<file path="config.mk">
export PLATFORM = sky130hd
export DESIGN_NAME = nnksb_div
export DESIGN_NICKNAME = d
export VERILOG_FILES = /design/src/hdl/nnksb_pkg.sv /design/src/hdl/nnksb_div.sv
export SDC_FILE = /design/constraint.sdc
export NUM_CORES = 1
export LEC_CHECK = 0
export BUFFER_PORTS_ARGS = -buffer_cell sky130_fd_sc_hd__buf_4
export CAP_MARGIN = 0
export CORE_AREA = 2 2 62 64
export CTS_CLUSTER_DIAMETER = 80
export DETAILED_ROUTE_END_ITERATION = 10
export DIE_AREA = 0 0 64 66
export PLACE_DENSITY = 0.79
export SYNTH_ARGS = -nofsm -noshare
export SYNTH_HDL_FRONTEND = slang
export SYNTH_SLANG_ARGS = --single-unit
</file>
<file path="constraint.sdc">
create_clock -name i_clk -period 2.5 [get_ports i_clk]
set_clock_uncertainty 0.15 [all_clocks]
set_input_delay 0 -clock i_clk [delete_from_list [all_inputs] [get_ports i_clk]]
set_output_delay 0 -clock i_clk [all_outputs]
set_load 0.005 [all_outputs]
</file>
<file path="src/hdl/nnksb_pkg.sv">
`timescale 1ns / 1ps
package nnksb_pkg;

    // Default build values and fixed field widths.
    localparam int MAX_WIDTH_DEF  = 1024;
    localparam int PIXEL_BITS_DEF = 8;
    localparam int ROW_LIMIT      = 1024;
    localparam int SIZE_W         = 11;
    localparam int ROW_W          = 10;
    localparam int ERR_W          = 13;
    localparam int CFG_ADDR_W     = 3;

    // Request codes of an input word.
    typedef enum logic [1:0] {
        REQ_XLAT = 2'd0,
        REQ_SRC  = 2'd1,
        REQ_TICK = 2'd2,
        REQ_PIX  = 2'd3
    } t_req;

    // Configuration register indexes.
    typedef enum logic [CFG_ADDR_W-1:0] {
        CFG_SRC_WIDTH  = 3'd0,
        CFG_DST_WIDTH  = 3'd1,
        CFG_SRC_HEIGHT = 3'd2,
        CFG_DST_HEIGHT = 3'd3,
        CFG_KEY_MODE   = 3'd4,
        CFG_KEY_COLOR  = 3'd5
    } t_cfg_addr;

    // Effective (clamped) configuration seen by the datapath.
    typedef struct packed {
        logic [SIZE_W-1:0] src_width;
        logic [SIZE_W-1:0] dst_width;
        logic [SIZE_W-1:0] src_height;
        logic [SIZE_W-1:0] dst_height;
        logic              key_mode;
        logic [7:0]        key_color;
    } t_cfg;

    // One queued request word.
    typedef struct packed {
        t_req       op;
        logic [7:0] pixel;
        logic [7:0] xlat_index;
        logic [7:0] xlat_value;
    } t_item;

    // One result word.
    typedef struct packed {
        logic             out_kind;
        logic [7:0]       out_pixel;
        logic [ROW_W-1:0] src_row;
        logic [ROW_W-1:0] dest_row;
        logic             row_new;
        logic             in_range;
        logic             last_in_row;
    } t_result;

    // Precomputed Bresenham step: quotient and remainder of source by destination size.
    typedef struct packed {
        logic              busy;
        logic [SIZE_W-1:0] q_w;
        logic [SIZE_W-1:0] r_w;
        logic [SIZE_W-1:0] q_h;
        logic [SIZE_W-1:0] r_h;
    } t_step;

    // A size of zero acts as one; sizes above the limit act as the limit.
    function automatic logic [SIZE_W-1:0] clamp_size(input logic [SIZE_W-1:0] v,
                                                      input logic [SIZE_W-1:0] lim);
        logic [SIZE_W-1:0] res;
        if (v == '0) begin
            res = SIZE_W'(1);
        end else if (v > lim) begin
            res = lim;
        end else begin
            res = v;
        end
        return res;
    endfunction

endpackage

</file>
<file path="src/hdl/nnksb_div.sv">
`timescale 1ns / 1ps
module nnksb_div (
    input  logic                           i_clk,
    input  logic                           i_rst_n,
    input  logic                           i_start,
    input  logic [nnksb_pkg::SIZE_W-1:0]   i_num,
    input  logic [nnksb_pkg::SIZE_W-1:0]   i_den,
    output logic                           o_busy,
    output logic [nnksb_pkg::SIZE_W-1:0]   o_quo,
    output logic [nnksb_pkg::SIZE_W-1:0]   o_rem
);
    import nnksb_pkg::*;

    localparam int CNT_W = $clog2(SIZE_W + 1);

    logic              r_busy;
    logic [CNT_W-1:0]  r_cnt;
    logic [SIZE_W-1:0] r_quo, n_quo;
    logic [SIZE_W-1:0] r_rem, n_rem;
    logic [SIZE_W:0]   w_trial;

    // One restoring step: shift in the next dividend bit and try the subtract.
    always_comb begin
        w_trial = {r_rem, r_quo[SIZE_W-1]};
        if (w_trial >= {1'b0, i_den}) begin
            n_rem = SIZE_W'(w_trial - {1'b0, i_den});
            n_quo = {r_quo[SIZE_W-2:0], 1'b1};
        end else begin
            n_rem = SIZE_W'(w_trial);
            n_quo = {r_quo[SIZE_W-2:0], 1'b0};
        end
    end

    always_ff @(posedge i_clk) begin
        if (!i_rst_n) begin
            r_busy <= 1'b0;
            r_cnt  <= '0;
        end else if (i_start) begin
            r_busy <= 1'b1;
            r_cnt  <= CNT_W'(SIZE_W);
        end else if (r_busy) begin
            r_cnt  <= r_cnt - CNT_W'(1);
            r_busy <= (r_cnt != CNT_W'(1));
        end
    end

    always_ff @(posedge i_clk) begin
        if (i_start) begin
            r_quo <= i_num;
            r_rem <= '0;
        end else if (r_busy) begin
            r_quo <= n_quo;
            r_rem <= n_rem;
        end
    end

    assign o_busy = r_busy || i_start;
    assign o_quo  = r_quo;
    assign o_rem  = r_rem;

endmodule

</file>
# ---- Word-level counts from Yosys, hierarchy flattened
# Index checks and enable logic that the tools add are counted.
dict set report op_classes {
  eq_ne 1
  n_bitwise 1
  n_addsub 2
  magnitude_cmp 1
  muxes 8
  n_reduce_logical 3
}
# op n
set ops {}
lappend ops {{two-way mux 11 bit} 3}
lappend ops {{greater-or-equal comparator 12 x 11 -> 1 bit} 1}
lappend ops {{subtractor 11 bit} 1}
lappend ops {{two-way mux 4 bit} 2}
lappend ops {{!= test 4 x 1 -> 1 bit (second input constant)} 1}
lappend ops {{subtractor 4 x 1 -> 4 bit (second input constant)} 1}
lappend ops {{two-way mux 1 bit} 3}
lappend ops {{nonzero test 2 bit} 1}
lappend ops {{OR reduction 2 bit} 1}
lappend ops {{logical OR 1 bit} 1}
lappend ops {{inverter 1 bit} 1}
dict set report totals {
  ff_bits 27
  output_inout_bits 23
  word_cells 21
  in_bits 25
}

# ---- Depth between registers and ports, before layout
dict set report logic_depth {
  ltp_word 4
  ltp_mapped 10
}

# ---- Least setup slack after synthesis
# No wires, ideal clock.
dict set report synth_path {
  kind {reg-to-reg}
  from {register r_quo[10], in the netlist o_quo[10]}
  to {register r_rem[0], in the netlist o_rem[0]}
  path_buffers 0
  synth_period_minus_slack_ns 2.357
  slack_ns 0.143
  t_required_ns 2.271
  arrival_time_ns 2.128
  path_stages_with_launch 10
  setup_time_ns 0.079
  path_cell_list {edfxtp_1 -> inv_1 -> ha_1 -> fa_1 -> nor2b_4 -> o31a_1 -> o21ai_4 -> o21ai_4 -> mux2_4 -> a211oi_2}
}
dict set report synth_via {
  elab_chain_cells 2
}
# item line
set synth_lines {}
lappend synth_lines {{from (decl)} nnksb_div.sv:18} ;# logic [SIZE_W-1:0] r_quo, n_quo;
lappend synth_lines {{from (signal assigned)} nnksb_div.sv:49} ;# r_quo <= i_num;
lappend synth_lines {{from (signal assigned)} nnksb_div.sv:52} ;# r_quo <= n_quo;
lappend synth_lines {{subtractor 11 bit or greater-or-equal comparator 12 x 11 -> 1 bit (tied branches)} {nnksb_div.sv:26, nnksb_div.sv:25}}
lappend synth_lines {{two-way mux 11 bit (*)} nnksb_div.sv:25} ;# if (w_trial >= {1'b0, i_den}) begin
lappend synth_lines {{to (signal assigned)} nnksb_div.sv:53} ;# r_rem <= n_rem;
lappend synth_lines {{to (decl)} nnksb_div.sv:19} ;# logic [SIZE_W-1:0] r_rem, n_rem;
# Every way passes the cells marked *; elsewhere a longest branch is shown, timed or not.
# A chain may end at the register's enable or synchronous reset.

# ---- Worst setup path after layout
dict set report layout_path {
  from {register r_quo[10], in the netlist o_quo[10]}
  to {register r_rem[8], in the netlist o_rem[8]}
}
# The elaborated chain is that of the path after synthesis.

==> impl_metrics.sql <==
INSERT INTO impl_metrics (metric_group, metric, value, unit) VALUES
('outcome', 'status', 'finished clean', ''),
('synthesis', 'synth_top_cells_by_count', 'nor2_1, dfxtp_1, inv_1, ha_1, edfxtp_1', ''),
('routing', 'route.detailed.vias_per_inst', '5.42', ''),
('synthesis', 'mean_instance_size_in_the_synthesized_netlist', '9.80', 'µm²'),
('floorplan', 'floorplan.initialDensity', '51.9', '%'),
('grt', 'first_global_vias', '1556', ''),
('clocking', 'clk_root_buffer_cell', 'clkbuf_4', ''),
('synthesis', 'post_synth_top_area_share', '17.9', '%'),
('clocking', 'tritoncts.num_buffers', '3', ''),
('sta', 'hold_slack', '0.0704', 'ns'),
('final_layout', 'n_antenna_cell', '0', ''),
('sta', 'setup_viol', '0', ''),
('grt', 'grt_antenna_before_repair', '0', ''),
('routing', 'post_drt_wl_per_cell', '14.6', 'µm'),
('final_layout', 'layout.nets', '298', ''),
('floorplan', 'placement_rows', '22', ''),
('sta', 'timing_worst_slew_pin_value', '0.625', 'ns'),
('grt', 'globalRouteOverflowTotal', '0', ''),
('critical_path', 'timing_worst_setup_path_type', 'reg2reg', ''),
('routing', 'dr.first_iter.drc_count', '58', ''),
('routing', 'routed_wire_length', '4470', 'µm'),
('clocking', 'ctsHtreeMaxLevel', '1', ''),
('synthesis', 'synth-seq-cells', '27', ''),
('final_layout', 'area.sequential', '651', 'µm²'),
('clocking', 'clockBufferDepth', '2', ''),
('worst_hold_path', 'worst_hold_path.num_cells', '5', ''),
('critical_path', 'critical_path_peak_fanout', '8', ''),
('sta', 'final_period_minus_worst_setup_slack', '2.45', 'ns'),
('routing', 'final_routed_drc_violation_total', '0', ''),
('synthesis', 'async_flop_share', '0', '%'),
('sta', 'max_transition_margin', '58.2', '%'),
('synthesis', 'synth-warning-count', '0', ''),
('clocking', 'clk-insertion-delay-late', '0.34', 'ns'),
('synthesis', 'syn_inst', '188', ''),
('sta', 'finalHoldViolations', '0', ''),
('placement', 'place_hpwl', '2980', 'µm'),
('critical_path', 'setup.worst_path.start_class', 'register', ''),
('placement', 'gp_congestion', '0.863', ''),
('floorplan', 'core-area', '3550', 'µm²'),
('pwr', 'power.total', '1280', 'µW'),
('critical_path', 'worst_ep_arrival_time', '2.54', 'ns'),
('final_layout', 'area_occupied_by_multi_input_gates', '1110', 'µm²'),
('clocking', 'clkSlewWorstSetupHoldPaths', '0.17', 'ns'),
('critical_path', 'critPathRequiredTime', '2.59', 'ns'),
('final_layout', 'post_layout_nonfiller_instances', '306', ''),
('clocking', 'tritoncts', 'yes', ''),
('grt', 'grt_first_pass_wirelength', '7000', 'µm'),
('floorplan', 'boundaryPins', '48', ''),
('final_layout', 'syn2layout_area_growth', '36.9', '%'),
('floorplan', 'chipHeight', '66', 'µm'),
('sta', 'timing.setup.tns', '0', 'ns'),
('synthesis', 'syn_nets', '227', ''),
('sta', 'timing.final.max_slew_violations', '0', ''),
('synthesis', 'post-synth-top-count-cell', 'nor2_1', ''),
('synthesis', 'synth.largest_area_cell', 'edfxtp_1', ''),
('placement', 'count_of_placed_standard_cells_including_taps', '283', ''),
('synthesis', 'synth_top_flop_cell', 'dfxtp_1', ''),
('routing', 'antenna_violating_nets_post_route', '0', ''),
('final_layout', 'drive_gt1_share', '30.2', '%'),
('flow_run', 'maxCapViolations', '0', ''),
('synthesis', 'synth.yosys.seq_area_share', '35.3', '%'),
('pwr', 'static-leakage-power', '0.00111', 'µW'),
('pwr', 'pwr_density_cell', '508', 'nW/µm²'),
('worst_hold_path', 'holdCritPathClass', 'in2reg', ''),
('critical_path', 'worst-r2r-cell-count', '10', ''),
('routing', 'drt-pass1-iter-count', '4', ''),
('sta', 'min_period_over_period', '98.2', '%'),
('grt', 'global_route_usage_over_all_layers', '21.3', '%'),
('synthesis', 'netlist_area', '1840', 'µm²'),
('floorplan', 'die_width', '64', 'µm'),
('synthesis', 'netlist_top_cells_area', 'edfxtp_1, dfxtp_1, ha_1, mux2_1, nor2_1', ''),
('pwr', 'vdd_ir_drop_max', '0.470', 'mV'),
('grt', 'grt_start_max_net_pins', '31', ''),
('sta', 'maxClockFrequency', '407', 'MHz'),
('synthesis', 'synth-edff-count', '11', ''),
('clocking', 'cts_sinks', '27', ''),
('floorplan', 'dieArea', '4220', 'µm²'),
('placement', 'port-buffer-count', '47', ''),
('final_layout', 'fillers', '259', ''),
('synthesis', 'synth_cell_type_count', '48', ''),
('critical_path', 'endpoint_kind', 'register', ''),
('routing', 'detailroute.via_count', '1657', '');
[critical path, stage by stage, from the launching register on]
cell	delay, ns
edfxtp_1	0.42
inv_2	0.07
ha_4	0.16
fa_2	0.41
nor2b_4	0.12
o31a_1	0.22
o21ai_4	0.08
o21ai_4	0.23
buf_6	0.18
mux2i_2	0.22
a211oi_2	0.09
[cell type report]
class / instances / area share, %
clock buffer: 3 / 0.892
tap: 48 / 2.38
timing repair buffer: 75 / 24.2
sequential: 27 / 25.8
multi-input combinational: 137 / 44.1
inverter: 15 / 2.23
clock inverter: 1 / 0.347
[cell families (layout without fill, tap and decap cells)]
group	after synthesis	after routing	synth area share, %
buf+inv	24	94	5.57
compound gates	42	42	16.4
flops	27	27	35.3
xor+xnor	8	8	3.80
mux	19	19	11.3
fa+ha+maj	14	14	9.91
simple gates	54	54	17.7
[routing by layer]
metal | track usage [%] | vias to the layer above | routed length (µm)
met4 | 7.34 | 0 | 140
li1 | - | 818 | -
met2 | 38.7 | 59 | 2330
met5 | 0 | - | 0
met3 | 4.94 | 15 | 224
met1 | 24.5 | 765 | 1780
[worst paths after layout]
kind                      endpoint  slack [ns]                   from
max reg2reg  o_rem[8]$_SDFFE_PP0P_        0.05    o_quo[10]$_DFFE_PP_
min          o_rem[5]$_SDFFE_PP0P_        0.07               i_den[5]
min reg2reg  o_rem[4]$_SDFFE_PP0P_        0.38  o_rem[4]$_SDFFE_PP0P_
max          o_rem[8]$_SDFFE_PP0P_        0.05    o_quo[10]$_DFFE_PP_
[placed cells by master (no fill, tap or decap), drive strengths merged]
| cell type | instances |
|---|---|
| o21ai | 10 |
| nor4b | 1 |
| nand3b | 1 |
| dlygate4sd3 | 15 |
| o22ai | 2 |
| nand4 | 1 |
| a21oi | 8 |
| ha | 13 |
| nand3 | 3 |
| mux2i | 7 |
| buf | 60 |
| a211oi | 8 |
| o31ai | 1 |
| a311oi | 2 |
| clkbuf | 3 |
| inv | 16 |
| nand2b | 4 |
| fa | 1 |
| nor2b | 3 |
| edfxtp | 11 |
| nand2 | 9 |
| o21a | 5 |
| nor2 | 19 |
| o311ai | 1 |
| xor2 | 3 |
| nor4bb | 2 |
| nor3b | 2 |
| xnor2 | 5 |
| and2 | 1 |
| nor3 | 1 |
| o31a | 2 |
| nor4 | 3 |
| o211ai | 3 |
| and3 | 1 |
| or2 | 1 |
| dfxtp | 16 |
| or3 | 2 |
| mux2 | 12 |
[registers in the layout (all words and copies together) (netlist names)]
name and cells:
r_cnt 4, r_busy 1, o_rem 11, o_quo 11
[repair_timing]
action | 4_1_cts | 5_1_grt
hold buffers | 15 | 0
setup buffers | 2 | 2
gates resized for setup | 1 | 8
pin swaps | 1 | 7
endpoints found under the hold margin | 26 | 0
endpoints found under the setup margin | 7 | 12
gates cloned | 0 | 0
[through the flow]
step	setup slack [ns]	area [µm²]	util, %
5_1_grt	-0.0620	2520	71.1
3_3_place_gp	0.0548	2280	64.1
2_1_floorplan	0.143	1840	-
4_1_cts	0.0519	2480	69.7
6_report	0.0455	2520	71.1
3_5_place_dp	-0.0552	2280	64.1
[report_power, final]
part,leakage (µW),internal (µW),total [µW],switching (µW)
combinational,0.000851,281,520,239
clock,0.0000183,65.6,214,149
sequential,0.000243,509,549,40.4
total,0.00111,855,1280,428
Note: power is estimated with default switching activity, not from simulation.
