File: src/hdl/nnksb_pkg.sv
`timescale 1ns / 1ps
package nnksb_pkg;

    // Default build values and fixed field widths.
    localparam int MAX_WIDTH_DEF  = 1024;
    localparam int PIXEL_BITS_DEF = 8;
    localparam int ROW_LIMIT      = 1024;
    localparam int SIZE_W         = 11;
    localparam int ROW_W          = 10;
    localparam int ERR_W          = 13;
    localparam int CFG_ADDR_W     = 3;

    // Request codes of an input word.
    typedef enum logic [1:0] {
        REQ_XLAT = 2'd0,
        REQ_SRC  = 2'd1,
        REQ_TICK = 2'd2,
        REQ_PIX  = 2'd3
    } t_req;

    // Configuration register indexes.
    typedef enum logic [CFG_ADDR_W-1:0] {
        CFG_SRC_WIDTH  = 3'd0,
        CFG_DST_WIDTH  = 3'd1,
        CFG_SRC_HEIGHT = 3'd2,
        CFG_DST_HEIGHT = 3'd3,
        CFG_KEY_MODE   = 3'd4,
        CFG_KEY_COLOR  = 3'd5
    } t_cfg_addr;

    // Effective (clamped) configuration seen by the datapath.
    typedef struct packed {
        logic [SIZE_W-1:0] src_width;
        logic [SIZE_W-1:0] dst_width;
        logic [SIZE_W-1:0] src_height;
        logic [SIZE_W-1:0] dst_height;
        logic              key_mode;
        logic [7:0]        key_color;
    } t_cfg;

    // One queued request word.
    typedef struct packed {
        t_req       op;
        logic [7:0] pixel;
        logic [7:0] xlat_index;
        logic [7:0] xlat_value;
    } t_item;

    // One result word.
    typedef struct packed {
        logic             out_kind;
        logic [7:0]       out_pixel;
        logic [ROW_W-1:0] src_row;
        logic [ROW_W-1:0] dest_row;
        logic             row_new;
        logic             in_range;
        logic             last_in_row;
    } t_result;

    // Precomputed Bresenham step: quotient and remainder of source by destination size.
    typedef struct packed {
        logic              busy;
        logic [SIZE_W-1:0] q_w;
        logic [SIZE_W-1:0] r_w;
        logic [SIZE_W-1:0] q_h;
        logic [SIZE_W-1:0] r_h;
    } t_step;

    // A size of zero acts as one; sizes above the limit act as the limit.
    function automatic logic [SIZE_W-1:0] clamp_size(input logic [SIZE_W-1:0] v,
                                                      input logic [SIZE_W-1:0] lim);
        logic [SIZE_W-1:0] res;
        if (v == '0) begin
            res = SIZE_W'(1);
        end else if (v > lim) begin
            res = lim;
        end else begin
            res = v;
        end
        return res;
    endfunction

endpackage

File: src/hdl/nnksb_if.sv
`timescale 1ns / 1ps
// Request channel.
interface nnksb_in_if;
    logic       valid;
    logic       ready;
    logic [1:0] req_type;
    logic [7:0] pixel;
    logic [7:0] xlat_index;
    logic [7:0] xlat_value;
    modport source (output valid, req_type, pixel, xlat_index, xlat_value, input ready);
    modport sink (input valid, req_type, pixel, xlat_index, xlat_value, output ready);
endinterface


File: src/hdl/nnksb_front.sv
`timescale 1ns / 1ps
module nnksb_front (
    input  logic           i_clk,
    input  logic           i_rst_n,
    nnksb_in_if.sink       i_px,
    output nnksb_pkg::t_item o_item,
    output logic           o_item_valid,
    input  logic           i_item_pop
);
    import nnksb_pkg::*;

    t_item      r_q [2];
    logic       r_wp, r_rp;
    logic [1:0] r_cnt;
    logic       w_push;
    t_item      w_item;

    // Classify the incoming word into a queue entry.
    always_comb begin
        w_item.op         = t_req'(i_px.req_type);
        w_item.pixel      = i_px.pixel;
        w_item.xlat_index = i_px.xlat_index;
        w_item.xlat_value = i_px.xlat_value;
    end

    assign i_px.ready   = (r_cnt != 2'd2);
    assign w_push       = i_px.valid && i_px.ready;
    assign o_item       = r_q[r_rp];
    assign o_item_valid = (r_cnt != 2'd0);

    // Two-entry queue toward the back end.
    always_ff @(posedge i_clk) begin
        if (!i_rst_n) begin
            r_wp  <= 1'b0;
            r_rp  <= 1'b0;
            r_cnt <= 2'd0;
        end else begin
            if (w_push) begin
                r_wp <= ~r_wp;
            end
            if (i_item_pop) begin
                r_rp <= ~r_rp;
            end
            r_cnt <= r_cnt + 2'(w_push) - 2'(i_item_pop);
        end
    end

    always_ff @(posedge i_clk) begin
        if (w_push) begin
            r_q[r_wp] <= w_item;
        end
    end

endmodule

File: src/flat_wrapper.sv
// flat-port wrapper written by rule: the top's interface ports become plain ports
module nnksb_front_flat import nnksb_pkg::*;
  (i_clk, i_rst_n, o_item, o_item_valid, i_item_pop, i_px_valid, i_px_req_type, i_px_pixel, i_px_xlat_index, i_px_xlat_value, i_px_ready);
  nnksb_in_if i_px_i ();
  input  logic i_clk;
  input  logic i_rst_n;
  output nnksb_pkg::t_item o_item;
  output logic o_item_valid;
  input  logic i_item_pop;
  input wire logic [$bits(i_px_i.valid)-1:0] i_px_valid;
  input wire logic [$bits(i_px_i.req_type)-1:0] i_px_req_type;
  input wire logic [$bits(i_px_i.pixel)-1:0] i_px_pixel;
  input wire logic [$bits(i_px_i.xlat_index)-1:0] i_px_xlat_index;
  input wire logic [$bits(i_px_i.xlat_value)-1:0] i_px_xlat_value;
  output wire logic [$bits(i_px_i.ready)-1:0] i_px_ready;
  assign i_px_i.valid = i_px_valid;
  assign i_px_i.req_type = i_px_req_type;
  assign i_px_i.pixel = i_px_pixel;
  assign i_px_i.xlat_index = i_px_xlat_index;
  assign i_px_i.xlat_value = i_px_xlat_value;
  assign i_px_ready = i_px_i.ready;
  nnksb_front u_core (.i_clk(i_clk), .i_rst_n(i_rst_n), .i_px(i_px_i), .o_item(o_item), .o_item_valid(o_item_valid), .i_item_pop(i_item_pop));
endmodule
File: config.mk
export PLATFORM = sky130hd
export DESIGN_NAME = nnksb_front_flat
export DESIGN_NICKNAME = d
export VERILOG_FILES = /design/src/hdl/nnksb_pkg.sv /design/src/hdl/nnksb_if.sv /design/src/hdl/nnksb_front.sv /design/src/flat_wrapper.sv
export SDC_FILE = /design/constraint.sdc
export NUM_CORES = 1
export LEC_CHECK = 0
export BUFFER_PORTS_ARGS = -buffer_cell sky130_fd_sc_hd__buf_4
export CAP_MARGIN = 20
export CORE_UTILIZATION = 46
export DETAILED_ROUTE_END_ITERATION = 10
export GPL_ROUTABILITY_DRIVEN = 0
export HOLD_SLACK_MARGIN = 0.06
export PLACE_DENSITY = 0.71
export SYNTH_ARGS = -nofsm -noshare
export SYNTH_HDL_FRONTEND = slang
export SYNTH_SLANG_ARGS = --single-unit
File: constraint.sdc
create_clock -name i_clk -period 1.4 [get_ports i_clk]
set_input_delay 0.21 -clock i_clk [delete_from_list [all_inputs] [get_ports i_clk]]
set_output_delay 0.21 -clock i_clk [all_outputs]
set_load 0.02 [all_outputs]
## Word level (Yosys, flattened, before mapping)

Memories as Yosys holds them, arrays and structs flattened. A register that Yosys moved wholly into a read port is not among the register bits.
Cells that the tools add are included.

- Register bits: 4
- Bits in latches: 0
- Memory bits (writable): 52
- Bits in read-only memories: 0
- Bits of input ports: 30
- Output and inout bits: 28
- Memories: 1

Memory list:

| name | words | bits a word | rd ports | clocked after memory_dff | wr ports | RTL line | source |
|---|---|---|---|---|---|---|---|
| u_core.r_q | 2 | 26 | 1 | 1 | 1 | nnksb_front.sv:12 | `t_item r_q [2];` |

- Add/sub/neg operators: 2
- Multipliers: 0
- Div/mod/pow operators: 0
- $lt $le $gt $ge: 0
- Equality and inequality tests: 1
- Shifts and indexed selects: 0
- Mux-type cells: 4
- Bitwise operators: 2
- Reduce and logical (&&, ||, !) cells: 2

Operator list:

| kind | number |
|---|---|
| 1-bit two-way mux | 4 |
| 2-bit by 1-bit adder with 2-bit output | 1 |
| 2-bit inequality test (second input constant) | 1 |
| 1-bit inverter | 2 |
| 2-bit nonzero test | 1 |
| 2-bit by 1-bit subtractor with 2-bit output | 1 |
| 1-bit logical AND | 1 |

## Longest topological paths before layout

Gate-level depths: netlist of the first run.

- Word-level depth: 4
- Depth in mapped cells: 5
- Gate-level depth less buffers: 5

## Worst setup path before layout of the first run

OpenSTA, ideal clock, no wires.

- Kind: register to register
- Start: register u_core.r_cnt[0]
- End: memory u_core.r_q[1][0] (netlist name) (enable)
- Setup time: 385 ps
- Data arrival time: 1241 ps
- Data required time: 1015 ps
- Slack: -226 ps
- Cell stages (with the launch flop): 3
- Buffers on the path: 0
- Period minus slack after synthesis: 1626 ps
- Cells stage by stage: dfxtp_1 > nand2b_4 > and3_1

- Cells in the longest elaborated chain, start to end: 4

RTL lines:

| what | RTL line | source |
|---|---|---|
| start: declaration | nnksb_front.sv:14 | `logic [1:0] r_cnt;` |
| start signal: assignment | nnksb_front.sv:44 | `r_cnt <= r_cnt + 2'(w_push) - 2'(i_item_pop);` |
| 2-bit inequality test | nnksb_front.sv:26 | `assign i_px.ready = (r_cnt != 2'd2);` |
| named net i_px_ready | flat_wrapper.sv:15 | `output wire logic [$bits(i_px_i.ready)-1:0] i_px_ready;` |
| 1-bit logical AND | nnksb_front.sv:27 | `assign w_push = i_px.valid && i_px.ready;` |
| 1-bit two-way mux | nnksb_front.sv:49 | `if (w_push) begin` |
| 1-bit two-way mux (implied by the code) | nnksb_front.sv:50 | `r_q[r_wp] <= w_item;` |
| end: declaration | nnksb_front.sv:12 |  |

The timed path passes the listed nets, and every way through them passes these cells.

==> metrics.md, run 1 <==
| Metric | Value |
|---|---|
| Worst Setup Start Kind | `flip-flop` |
| Die height | `71.5 um` |
| Final WL | `3790 um` |
| Iteration-0 DRC Markers | `40` |
| Layout net count | `224` |
| Worst VDD drop | `1.10 mV` |
| Die Wd | `71.5 um` |
| Final worst setup slack | `-0.127 ns` |
| CP Buf/Inv Count | `2` |
| CP max stage cell | `dfxtp_4` |
| Post-DP HPWL | `2470 um` |
| # Max-Cap Violations | `0` |
| Die area | `5110 um^2` |
| Flop pwr share | `0.470` |
| Post-synthesis sequential area ratio | `0.748` |
| Distinct cells, synth | `22` |
| Total congestion overflow | `0` |
| Diodes inserted | `0` |
| Buffers on Ports | `57` |
| Crit-path max cell delay | `0.39 ns` |
| Number of global-route vias before repair | `1221` |
| Hold Path Class | `primary input to flip-flop` |
| Internal Pwr Total | `3.38 mW` |
| Worst Skew | `0.00479 ns` |
| Maximum clock rate | `655 MHz` |
| Clock latency on the worst-skew pair | `0.31 ns` |
| Syn Std Cell Area | `2220 um^2` |
| Largest cells by area after synthesis | `edfxtp_1, mux2_4, dfxtp_1` |
| Worst rel slew slack | `0.881` |
| Post-Syn Nets | `138` |
| Total GRT Usage | `0.154` |
| Reg clk slew, reported paths | `0.06 ns` |
| Cells after synthesis | `107` |
| Minimum hold slack | `0.0818 ns` |
| Mean Syn Cell Area | `20.8 um^2` |
| WHS Endpoint | `u_core.r_q[1][1]` |
| Kind of critical path | `flip-flop to output port` |
| Reg2Reg Capture Point | `u_core.r_q[0][4]` |
| Leak | `1.32 nW` |
| I/O pin total | `58` |
| R2r setup slk | `0.04 ns` |
| FFs w/ async S/R, synth | `0` |
| Largest net degree at the start of global routing | `19` |
| Cell taking the most area after synthesis | `edfxtp_1` |
| Drt first pass iters | `4` |
| Register bit total from synthesis | `57` |
| Initial Util | `0.493` |
| Clock power share | `0.310` |
| Post-route ant nets | `0` |
| Vias | `1217` |
| Share of the synthesized area in the top cell type | `0.703` |
| Switching share of power | `0.233` |
| # fillers | `275` |
| P_sw | `1.02 mW` |
| WP data required | `1.19 ns` |
| Slew Limit Fails | `0` |
| Commonest cells post-synth | `edfxtp_1, mux2_4, mux2_2` |
| Status | `finished, violations left` |
| R2R Path Start | `u_core.r_cnt[0]` |
| CP arrival | `1.32 ns` |
| Area delta synth->final | `47.7%` |
| Cell with the most instances after synthesis | `edfxtp_1` |
| Synth Flop Type | `edfxtp_1` |
| First-pass GRT wire length | `5610 um` |
| Tmin final | `1.53 ns` |
| Worst-margin pin slew | `0.174 ns` |
| Worst slack at placement | `-0.0207 ns` |
| Synth warn | `0` |
| H-tree depth | `3` |
| DRC Markers | `0` |
| Core area | `4500 um^2` |
| Row count | `24` |
| Clk Tree Root Cell | `clkbuf_8` |
| Failing checks | `setup timing` |
| Logic pwr share | `0.220` |
| CP endpoint kind | `output port` |
| # setup viols final | `26` |
| CTS buffer count | `9` |
| Power Total | `4.40 mW` |
| Post-synth EDFFs | `52` |
| Initial antenna violation count | `0` |
| RSZ-0062 raised after global routing | `true` |
| DR WL/cell | `15.2 um` |
| Crit-path max FO | `9` |
| Final worst path period share | `1.09` |
| Hold violation total from the final report | `0` |
| Hold Crit Depth | `1` |
| Longest Clk Path Bufs | `2` |
| CP Cell Sequence | `clkbuf_16, mux2_4, buf_6` |
| Family with the most delay on the worst path | `flip-flops` |
| CTS tree | `done` |
| Vias per cell | `4.89` |
| Worst R2R Path Depth | `5` |
| Power Dens Cells | `1340 nW/um^2` |
| Clock sinks | `57` |
| Min-Delay Startpoint | `i_px_xlat_value[1]` |
| Ratio of cells with drive above 1 in the final layout | `0.594` |
-- power groups by stage --
stage          registers, mW  logic [mW]  clock network (mW)
2_1_floorplan           2.08       0.475                   0
3_3_place_gp            2.09       0.793                   0
3_5_place_dp            2.10       0.812                   0
4_1_cts                 2.06       0.898                1.40
5_1_grt                 2.08        1.02                1.48
6_report                2.07       0.968                1.37
-- area by class of cell --
cell class | count | area (um^2) | area share
inverter | 2 | 11.3 | 0.00343
multi-input combinational | 45 | 554 | 0.169
tap | 52 | 65.1 | 0.0198
clock inverter | 4 | 45.0 | 0.0137
sequential | 57 | 1670 | 0.508
clock buffer | 11 | 131 | 0.0400
timing repair buffer | 78 | 806 | 0.246
-- cells by family (layout without fill, tap and decap cells) --
family / after synthesis / after routing / share of synthesized area
flip-flops: 57 / 57 / 0.748
multiplexers: 28 / 28 / 0.175
AND/OR/NAND/NOR: 11 / 11 / 0.0338
buffers and inverters: 5 / 95 / 0.0186
AO/OA/AOI/OAI: 4 / 4 / 0.0152
adder cells (fa/ha/maj): 1 / 1 / 0.00563
XOR/XNOR: 1 / 1 / 0.00394
-- metal layers --
metal / track usage / share of wire / vias up
li1: - / - / 583
met4: 0.0719 / 0.0071 / 0
met5: 0 / 0 / -
met3: 0.0647 / 0.043 / 2
met1: 0.163 / 0.40 / 598
met2: 0.269 / 0.55 / 34
-- registers in the layout, indices dropped and copies added (netlist names), named ones only --
register and flops:
u_core.r_cnt 2, u_core.r_wp 1, u_core.r_rp 1, u_core.r_q 52
-- cells in the final DEF (no fill, tap or decap), types with 3 or more instances in the layout --
cell type / Yosys / layout
clkinv_2: 0 / 3
mux2_4: 20 / 26
buf_6: 3 / 26
dlygate4sd3_1: 0 / 12
edfxtp_1: 52 / 52
clkbuf_8: 0 / 9
buf_4: 0 / 33
buf_12: 0 / 6
-- how the worst max path moves through the flow --
stage	start	to	cells after the start
final	flip-flop	o_item[14]	3
after global routing	flip-flop	o_item[13]	3
after CTS	flip-flop	o_item[25]	3
after detailed placement	u_core.r_cnt[0]	u_core.r_cnt[1]	5
after global placement	u_core.r_cnt[0]	u_core.r_cnt[1]	5
after floorplan	u_core.r_cnt[0]	u_core.r_q[0][0]	3
-- metrics by stage --
step           setup TNS (ns)   util  cell area (um^2)  instances
2_1_floorplan          -0.327      -              2230        107
3_3_place_gp                0  0.621              2800        219
3_5_place_dp          -0.0207  0.621              2800        219
4_1_cts                 -3.44  0.684              3080        235
5_1_grt                 -4.10  0.728              3280        249
6_report                -2.83  0.728              3280        249
-- worst reg2reg max path, cell delays in order (launching register included) --
cell and delay, ns:
dfxtp_2 0.33, buf_4 0.13, nand2b_4 0.16, nand3b_1 0.16, clkinvlp_4 0.16, buf_12 0.18
-- timing repair --
action / in CTS / in global routing
gates cloned: 0 / 1
resized for setup: 25 / 13
pin swaps: 0 / 1
setup buffers: 1 / 1
endpoints found under the setup margin: 27 / 53
endpoints found under the hold margin: 0 / 18
hold buffers: 0 / 12
Power figures use the tool's default switching activity.
==> inputs of run 2 (changes only) <==
GPL_ROUTABILITY_DRIVEN = 1   (was 0)
clock period = 1.3 ns   (was 1.4 ns; I/O delays follow)
==> run 2 against run 1 <==
Against the previous run: the run still ends with setup timing left; cell count rose by 6.8%; power up 15%; design area is 6.2% higher; non-clock buffer count up 16; sequential power up 8%; wire length up 7.0%; clock-buffer cell count down 2; die area is the same; clock skew is 0.0011 ns lower; utilization up 4.5 points; highest routed layer is now met3.
==> metrics.md, run 2 (synthesis gave the netlist of run 1 again) <==
| Metric | Value |
|---|---|
| Status | `finished, violations left` |
| Failing checks | `setup timing` |
| Power Total | `5.05 mW` |
| Most frequent cells in the layout | `edfxtp_1, buf_4, buf_6, mux2_4, dlygate4sd3_1` |
| Drt first pass iters | `4` |
| Initial antenna violation count | `0` |
| I/O pin total | `58` |
| CTS buffer count | `9` |
| Post-DP HPWL | `2610 um` |
| R2r setup slk | `-0.05 ns` |
| Slew Limit Fails | `0` |
| CP Buf/Inv Count | `2` |
| Total GRT Usage | `0.179` |
| Flip-flop count of the largest register after layout | `52` |
| WP data required | `1.11 ns` |
| Final worst setup slack | `-0.206 ns` |
| Ratio of cells with drive above 1 in the final layout | `0.561` |
| # setup viols final | `52` |
| Top flop regs | `u_core.r_q (52), u_core.r_cnt (2)` |
| Internal Pwr Total | `3.88 mW` |
| Vias | `1293` |
| Hold violation total from the final report | `0` |
| Leak | `1.40 nW` |
| P_sw | `1.16 mW` |
| Flop pwr share | `0.442` |
| Clock sinks | `57` |
| DR WL/cell | `15.2 um` |
| Diodes inserted | `0` |
| Die height | `71.5 um` |
| Fin area | `3480 um^2` |
| Total congestion overflow | `0` |
| Worst Skew | `0.00369 ns` |
| Largest net degree at the start of global routing | `16` |
| Minimum hold slack | `0.125 ns` |
| Worst VDD drop | `1.50 mV` |
| Final worst path period share | `1.16` |
| Final WL | `4060 um` |
| RSZ-0062 raised after global routing | `true` |
| # Max-Cap Violations | `0` |
| First-pass GRT wire length | `6620 um` |
| Post-route ant nets | `0` |
| Kind of critical path | `flip-flop to output port` |
| Reg clk slew, reported paths | `0.06 ns` |
| Die Wd | `71.5 um` |
| DRC Markers | `0` |
| Post-DP Area | `2840 um^2` |
| Vias per cell | `4.86` |
| GP Congestion | `0.659` |
| Worst Setup Start Kind | `flip-flop` |
| H-tree depth | `3` |
| Die area | `5110 um^2` |
| Logic pwr share | `0.220` |
| Row count | `24` |
| Worst-margin pin slew | `0.172 ns` |
| Core area | `4500 um^2` |
| Area delta synth->final | `56.8%` |
| Iteration-0 DRC Markers | `58` |
| CP arrival | `1.31 ns` |
| Initial Util | `0.493` |
| Layout net count | `240` |
| Post-Place Cells | `221` |
| Tmin final | `1.51 ns` |
| Longest Clk Path Bufs | `2` |
| Power Dens Cells | `1450 nW/um^2` |
| Clock latency on the worst-skew pair | `0.32 ns` |
| Crit-path max cell delay | `0.40 ns` |
| Commonest non-fill, non-tap cell in the layout | `edfxtp_1` |
| CP max stage cell | `dfxtp_4` |
| CP endpoint kind | `output port` |
| Clk Tree Root Cell | `clkbuf_8` |
| Min-Delay Startpoint | `i_rst_n` |
| Worst rel slew slack | `0.882` |
| Clock power share | `0.338` |
| Buffers on Ports | `57` |
| Layout Cells excl Fill | `266` |
| R2R Path Start | `u_core.r_cnt[0]` |
| Maximum clock rate | `664 MHz` |
| CTS tree | `done` |
| CP Cell Sequence | `buf_12, mux2_4, buf_6` |
| Hold Path Class | `primary input to flip-flop` |
| Switching share of power | `0.231` |
| Number of global-route vias before repair | `1388` |
| Crit-path max FO | `10` |
| Family with the most delay on the worst path | `flip-flops` |
| Top reg by flops | `u_core.r_q` |
## run 2: cell count changes in the layout (fill, tap and decap cells not counted), sizes merged
cell | before | now
dlygate4sd3 | 12 | 26
clkinv | 3 | 4
buf | 65 | 68
clkbuf | 12 | 9
clkinvlp | 1 | 2
bufinv | 1 | 2
## run 2: routing by layer
layer	GRT usage	part of all wire
met5	0	0
met4	0.0588	0
met3	0.0647	0.047
met2	0.313	0.55
met1	0.204	0.41
## run 2: final cells by class
type	instances	area [um^2]
Clock inverter	7	85.1
Fill cell	270	1020
Inverter	2	11.3
Tap cell	52	65.1
Clock buffer	9	124
Sequential cell	57	1670
Timing Repair Buffer	94	967
Multi-Input combinational cell	45	561
## run 2: final timing paths
kind / to / cells after the start
max reg2reg: u_core.r_q[0][3] / 5
min reg2reg: u_core.r_rp / 2
max: o_item[18] / 3
min: u_core.r_cnt[0] / 2
## run 2: timing repair
| item | in CTS | in global routing |
|---|---|---|
| hold buffers | 26 | 0 |
| hold endpoints to repair | 52 | 0 |
| resized for setup | 37 | 4 |
| setup buffers | 2 | 1 |
| endpoints found under the setup margin | 28 | 68 |
| pin swaps | 1 | 1 |
## run 2: stage by stage
step	TNS, ns	utilization	worst slack, ns
after CTS	-6.69	0.768	-0.241
final	-5.99	0.773	-0.206
after floorplan	-3.76	-	-0.113
after global placement	0	0.630	0.00821
after global routing	-8.65	0.773	-0.255
after detailed placement	-0.0822	0.630	-0.0822
## run 2: power by group through the flow
stage / Sequential [mW] / Combinational [mW] / Clock (mW)
floorplan: 2.24 / 0.511 / 0
global route: 2.24 / 1.17 / 1.84
finish: 2.23 / 1.11 / 1.71
detailed placement: 2.27 / 0.901 / 0
global placement: 2.25 / 0.880 / 0
CTS: 2.23 / 1.09 / 1.74
